[src/design/rmh_pkg.sv]
package rmh_pkg;

  localparam int unsigned HEAP_DEPTH_DEF  = 512;
  localparam int unsigned SAMPLE_BITS_DEF = 16;
  localparam int unsigned QUEUE_DEPTH     = 2;

  // what the front part decided for one word
  typedef enum logic [2:0] {
    OP_PUSH_UP,    // push sample to upper, median is new upper top
    OP_PUSH_LO,    // push sample to lower, median is new lower top
    OP_UP_MEAN,    // push sample to upper, median is mean of tops
    OP_LO_MEAN,    // push sample to lower, median is mean of tops
    OP_MV_LO_UP,   // move lower top to upper, swap sample into lower, mean
    OP_MV_UP_LO,   // move upper top to lower, swap sample into upper, mean
    OP_OVERFLOW    // dropped
  } op_t;

endpackage

[src/design/rmh_stream_if.sv]
interface rmh_stream_if #(
  parameter int unsigned SAMPLE_BITS = rmh_pkg::SAMPLE_BITS_DEF
);
  logic                          valid;
  logic                          ready;
  logic signed [SAMPLE_BITS-1:0] sample;
  logic                          start_new;
  logic signed [SAMPLE_BITS-1:0] median_out;
  logic                          overflow;

  modport source (output valid, sample, start_new, median_out, overflow, input ready);
  modport sink (input valid, sample, start_new, median_out, overflow, output ready);
endinterface

[src/design/rmh_front.sv]
// classifies words against the median the back part will leave; tracks counts
module rmh_front #(
  parameter int unsigned HEAP_DEPTH  = rmh_pkg::HEAP_DEPTH_DEF,
  parameter int unsigned SAMPLE_BITS = rmh_pkg::SAMPLE_BITS_DEF,
  localparam int unsigned CW = $clog2(HEAP_DEPTH + 1)
) (
  input  logic                          clk,
  input  logic                          rst,
  rmh_stream_if.sink                    in_ch,
  input  logic                          back_idle,
  input  logic signed [SAMPLE_BITS-1:0] median,
  output logic                          q_valid,
  output rmh_pkg::op_t                  q_op,
  output logic                          q_clear,
  output logic signed [SAMPLE_BITS-1:0] q_sample,
  input  logic                          q_ready
);

  logic [CW-1:0]                 lo_cnt;
  logic [CW-1:0]                 up_cnt;
  logic [CW-1:0]                 lo_cnt_next;
  logic [CW-1:0]                 up_cnt_next;
  logic signed [SAMPLE_BITS-1:0] base;
  logic                          goes_up;
  logic                          full_lo;
  logic                          full_up;
  rmh_pkg::op_t                  op;

  // the median depends on the previous item, so one item in flight at a time
  assign in_ch.ready = q_ready && back_idle;

  always_comb begin
    lo_cnt_next = in_ch.start_new ? '0 : lo_cnt;
    up_cnt_next = in_ch.start_new ? '0 : up_cnt;
    base = in_ch.start_new ? '0 : median;
    goes_up = in_ch.sample > base;
    full_lo = lo_cnt_next >= CW'(HEAP_DEPTH);
    full_up = up_cnt_next >= CW'(HEAP_DEPTH);
    if (lo_cnt_next == up_cnt_next) begin
      if (goes_up) op = full_up ? rmh_pkg::OP_OVERFLOW : rmh_pkg::OP_PUSH_UP;
      else         op = full_lo ? rmh_pkg::OP_OVERFLOW : rmh_pkg::OP_PUSH_LO;
    end else if (lo_cnt_next > up_cnt_next) begin
      if (full_up)      op = rmh_pkg::OP_OVERFLOW;
      else if (goes_up) op = rmh_pkg::OP_UP_MEAN;
      else              op = rmh_pkg::OP_MV_LO_UP;
    end else begin
      if (full_lo)      op = rmh_pkg::OP_OVERFLOW;
      else if (goes_up) op = rmh_pkg::OP_MV_UP_LO;
      else              op = rmh_pkg::OP_LO_MEAN;
    end
  end

  assign q_valid  = in_ch.valid && in_ch.ready;
  assign q_op     = op;
  assign q_clear  = in_ch.start_new;
  assign q_sample = in_ch.sample;

  always_ff @(posedge clk) begin
    if (rst) begin
      lo_cnt <= '0;
      up_cnt <= '0;
    end else if (q_valid) begin
      lo_cnt <= lo_cnt_next;
      up_cnt <= up_cnt_next;
      case (op)
        rmh_pkg::OP_PUSH_UP, rmh_pkg::OP_UP_MEAN, rmh_pkg::OP_MV_LO_UP:
          up_cnt <= up_cnt_next + CW'(1);
        rmh_pkg::OP_PUSH_LO, rmh_pkg::OP_LO_MEAN, rmh_pkg::OP_MV_UP_LO:
          lo_cnt <= lo_cnt_next + CW'(1);
        default: ;
      endcase
    end
  end

endmodule

[src/flat_wrapper.sv]
// flat-port wrapper written by rule: the top's interface ports become plain ports
module rmh_front_flat 
#(
  parameter int unsigned HEAP_DEPTH  = rmh_pkg::HEAP_DEPTH_DEF,
  parameter int unsigned SAMPLE_BITS = rmh_pkg::SAMPLE_BITS_DEF,
  localparam int unsigned CW = $clog2(HEAP_DEPTH + 1)
)
  (clk, rst, back_idle, median, q_valid, q_op, q_clear, q_sample, q_ready, in_ch_valid, in_ch_sample, in_ch_start_new, in_ch_median_out, in_ch_overflow, in_ch_ready);
  rmh_stream_if #(.SAMPLE_BITS(SAMPLE_BITS)) in_ch_i ();
  input  logic clk;
  input  logic rst;
  input  logic back_idle;
  input  logic signed [SAMPLE_BITS-1:0] median;
  output logic q_valid;
  output rmh_pkg::op_t q_op;
  output logic q_clear;
  output logic signed [SAMPLE_BITS-1:0] q_sample;
  input  logic q_ready;
  input wire logic [$bits(in_ch_i.valid)-1:0] in_ch_valid;
  input wire logic [$bits(in_ch_i.sample)-1:0] in_ch_sample;
  input wire logic [$bits(in_ch_i.start_new)-1:0] in_ch_start_new;
  input wire logic [$bits(in_ch_i.median_out)-1:0] in_ch_median_out;
  input wire logic [$bits(in_ch_i.overflow)-1:0] in_ch_overflow;
  output wire logic [$bits(in_ch_i.ready)-1:0] in_ch_ready;
  assign in_ch_i.valid = in_ch_valid;
  assign in_ch_i.sample = in_ch_sample;
  assign in_ch_i.start_new = in_ch_start_new;
  assign in_ch_i.median_out = in_ch_median_out;
  assign in_ch_i.overflow = in_ch_overflow;
  assign in_ch_ready = in_ch_i.ready;
  rmh_front #(.HEAP_DEPTH(HEAP_DEPTH), .SAMPLE_BITS(SAMPLE_BITS)) u_core (.clk(clk), .rst(rst), .in_ch(in_ch_i), .back_idle(back_idle), .median(median), .q_valid(q_valid), .q_op(q_op), .q_clear(q_clear), .q_sample(q_sample), .q_ready(q_ready));
endmodule
[config.mk]
export PLATFORM = sky130hd
export DESIGN_NAME = rmh_front_flat
export DESIGN_NICKNAME = d
export VERILOG_FILES = /design/src/design/rmh_pkg.sv /design/src/design/rmh_stream_if.sv /design/src/design/rmh_front.sv /design/src/flat_wrapper.sv
export SDC_FILE = /design/constraint.sdc
export NUM_CORES = 1
export LEC_CHECK = 0
export BUFFER_PORTS_ARGS = -buffer_cell sky130_fd_sc_hd__buf_4
export CELL_PAD_IN_SITES_DETAIL_PLACEMENT = 1
export CELL_PAD_IN_SITES_GLOBAL_PLACEMENT = 1
export CORE_MARGIN = 3
export CORE_UTILIZATION = 38
export CTS_CLUSTER_DIAMETER = 40
export DETAILED_ROUTE_END_ITERATION = 16
export GPL_ROUTABILITY_DRIVEN = 0
export GPL_TIMING_DRIVEN = 0
export PLACE_DENSITY = 0.88
export SYNTH_ARGS = -nofsm -noshare
export SYNTH_HDL_FRONTEND = slang
export SYNTH_SLANG_ARGS = --single-unit
[constraint.sdc]
create_clock -name clk -period 7 [get_ports clk]
set_clock_uncertainty 0.15 [all_clocks]
set_input_delay 1.4 -clock clk [delete_from_list [all_inputs] [get_ports clk]]
set_output_delay 1.4 -clock clk [all_outputs]
set_load 0.005 [all_outputs]
==> impl_metrics.yaml <==
synthesis:
  yosys.area_share.simple_pct: 32.9
  synth_area_per_cell_um2: 7.56
  synth_seq_area_share_pct: 19.1
  muxShareOfSynthArea_pct: 0.953
  synthXorXnorAreaFrac_pct: 3.34
  synth_compound_area_share_pct: 16.4
  synth_fa_ha_area_share_pct: 16.7
  syn-num-nets: 361
  ys_top_cells_by_count: "29 x nand2_1, 28 x ha_1, 23 x nand2b_1"
  ys_ff_latch: 20
  postSynthCellCount: 278
  yosysUniqueCellTypes: 51
  netlist.area_leader.share_pct: 19.1
  syn_area_mm2: 0.00210
  synth.most_common_cell: "nand2_1"
  synth_ff_type: "dfxtp_1"
  synth_edf_count: 0
  synthTopCellsByArea: "dfxtp_1 19%, ha_1 17%, nand2b_1 6.8%, buf_4 6.4%, nand2_1 5.2%"
  synth_warnings: 0
  synth_top_family_by_area: "simple AND/OR/NAND/NOR gates"
  synth_area_leader_cell: "dfxtp_1"
  ys_async_sr_fraction_pct: 0
timing:
  setup_viol_count_final: 0
  hold_ws_ns: 0.345
  final_hold_viol_count: 0
  min_period_ns: 6.20
  fmax_mhz: 161
  rsz0062_at_grt: "no"
  slew_headroom_pct: 61.8
  slew_violations: 0
  setup_tns_ns: 0
  worst_pin_slew_ns: 0.558
  period_share_pct: 88.6
setup_path:
  critPathMostFrequentCell: "buf_4"
  critPathArrivalTime_ns: 4.65
  crit_path_end_kind: "primary output"
  worstSetupStartpointType: "input pin"
  slowest_delay_ns: 0.52
  crit_path_start: "in_ch_start_new"
  crit_family: "buffers and inverters"
  r2r_start: "u_core.up_cnt[9]"
  crit_buf_inv: 6
  slowest_stage: "nor2_1"
  cp.required_ns: 5.45
  crit_chain: "buf_4, clkbuf_1, nor2_1, inv_1, ha_1, nand4_1, a211oi_1, a2111oi_0, nand3_1, o31ai_2, buf_6, buf_4, and2_1, buf_4"
  critPathMaxFanout: 10
  critPathKind: "input pin to primary output"
global_routing:
  grt_pass1_vias: 2263
  grt_max_degree: 12
  grt_pass1_wl_um: 10500
  antenna_found_initial: 0
  gr-total-overflow: 0
  grt_usage_pct: 20.3
drt:
  vias_per_cell: 5.47
  drt_iter0_markers: 43
  drc_errors: 0
  wirelength_um: 6220
  wl_per_cell_um: 15.1
  dr.pass1.iters: 4
  antenna_left: 0
  vias: 2247
layout:
  nets: 425
  stdcell_count: 411
  antenna_cells: 0
  area_delta_synth_final_pct: 27.9
  drive_above_1_share_pct: 26.4
clock_network:
  htreeDepth: 1
  clock_sinks: 20
  cts_resized: 0
  cts_tree: "done"
  clockRootBuffer: "clkbuf_8"
  cts_hold_buf: 0
  clk_path_buf_depth: 2
  clk-insertion-delay-late_ns: 0.27
  cts_setup_buffers: 0
  numCtsBuffers: 3
  clkTransAtPathRegs_ns: 0.08
floorplanning:
  coreArea_mm2: 0.00524
  fp.dieH_um: 80.4
  die_x_um: 80.4
  io_pins: 77
  rows: 26
  die-area_mm2: 0.00646
  initial_core_util_pct: 40.1
power:
  leakagePower_nw: 1.18
  power_density_mw_per_mm2: 114
  vdd_ir_drop_max_mv: 0.0803
job:
  max_cap_viol_count: 0
placement:
  numPlacedInstances: 407
  port_buffers: 59
  hpwl_um: 4990
run_status:
  outcome: "complete, no violations"
worst_hold_path:
  min_path_type: "register to register"
  hold_start: "u_core.lo_cnt[3]"
## kinds of logic after synthesis
family / after synthesis
and+or+nand+nor: 128
AOI/OAI and AO/OA: 52
buffers and inverters: 40
DFF: 20
xor gates and xnor gates: 8
adders and majority gates: 28
muxes: 2
## state kept, by name (all words and copies together), names as in the netlist
register       count
u_core.lo_cnt     10
u_core.up_cnt     10
## cell usage in the layout, fill, tap and decap left out, drive strengths merged, types with 5 or more instances in the layout
cell type / count
buf: 79
nand2: 30
ha: 28
nand2b: 23
a21oi: 21
nor2: 20
dfxtp: 20
nor2b: 16
inv: 13
nand3: 11
clkbuf: 11
o21ai: 8
nand4: 7
xor2: 5
## final timing paths
| check | end | slack, ns | depth (start not counted) |
|---|---|---|---|
| max | q_op[0] | 0.80 | 14 |
| min | u_core.lo_cnt[3] | 0.35 | 2 |
| max reg2reg | u_core.lo_cnt[0] | 3.26 | 14 |
| min reg2reg | u_core.lo_cnt[3] | 0.35 | 2 |
## tightest hold or removal path: stages, from the launching register on
cell and delay (ns):
dfxtp_1 0.34, nand2_1 0.06, a21oi_1 0.05
## metal layers
layer / up-vias / track usage, % / share of wire (%)
met5: - / 0 / 0
met4: 0 / 4.90 / 0.96
met3: 7 / 2.58 / 7.4
met2: 75 / 38.2 / 49
met1: 1074 / 24.2 / 42
li1: 1091 / - / -
## report_power, final
group / internal [mW] / switching [mW]
clock network: 0.0502 / 0.0433
logic: 0.0516 / 0.0465
registers: 0.114 / 0.000657
total: 0.216 / 0.0905
## layout make-up
class | count | area [um2]
Tap cell | 70 | 87.6
Timing Repair Buffer | 59 | 443
Clock buffer | 4 | 55.1
Buffer | 27 | 176
Multi-Input combinational cell | 218 | 1480
Fill cell | 682 | 2550
Inverter | 13 | 48.8
Sequential cell | 20 | 400
## per-stage QoR
stage	power, mW	area, um2	worst slack [ns]	util, %
final	0.307	2690	0.796	51.3
after detailed placement	0.216	2630	0.817	50.2
after global placement	0.213	2630	0.830	50.2
after global routing	0.324	2690	0.378	51.3
after CTS	0.308	2690	0.787	51.3
after floorplan	0.171	2100	1.70	-
No activity file was read; power rests on OpenSTA's default activity.
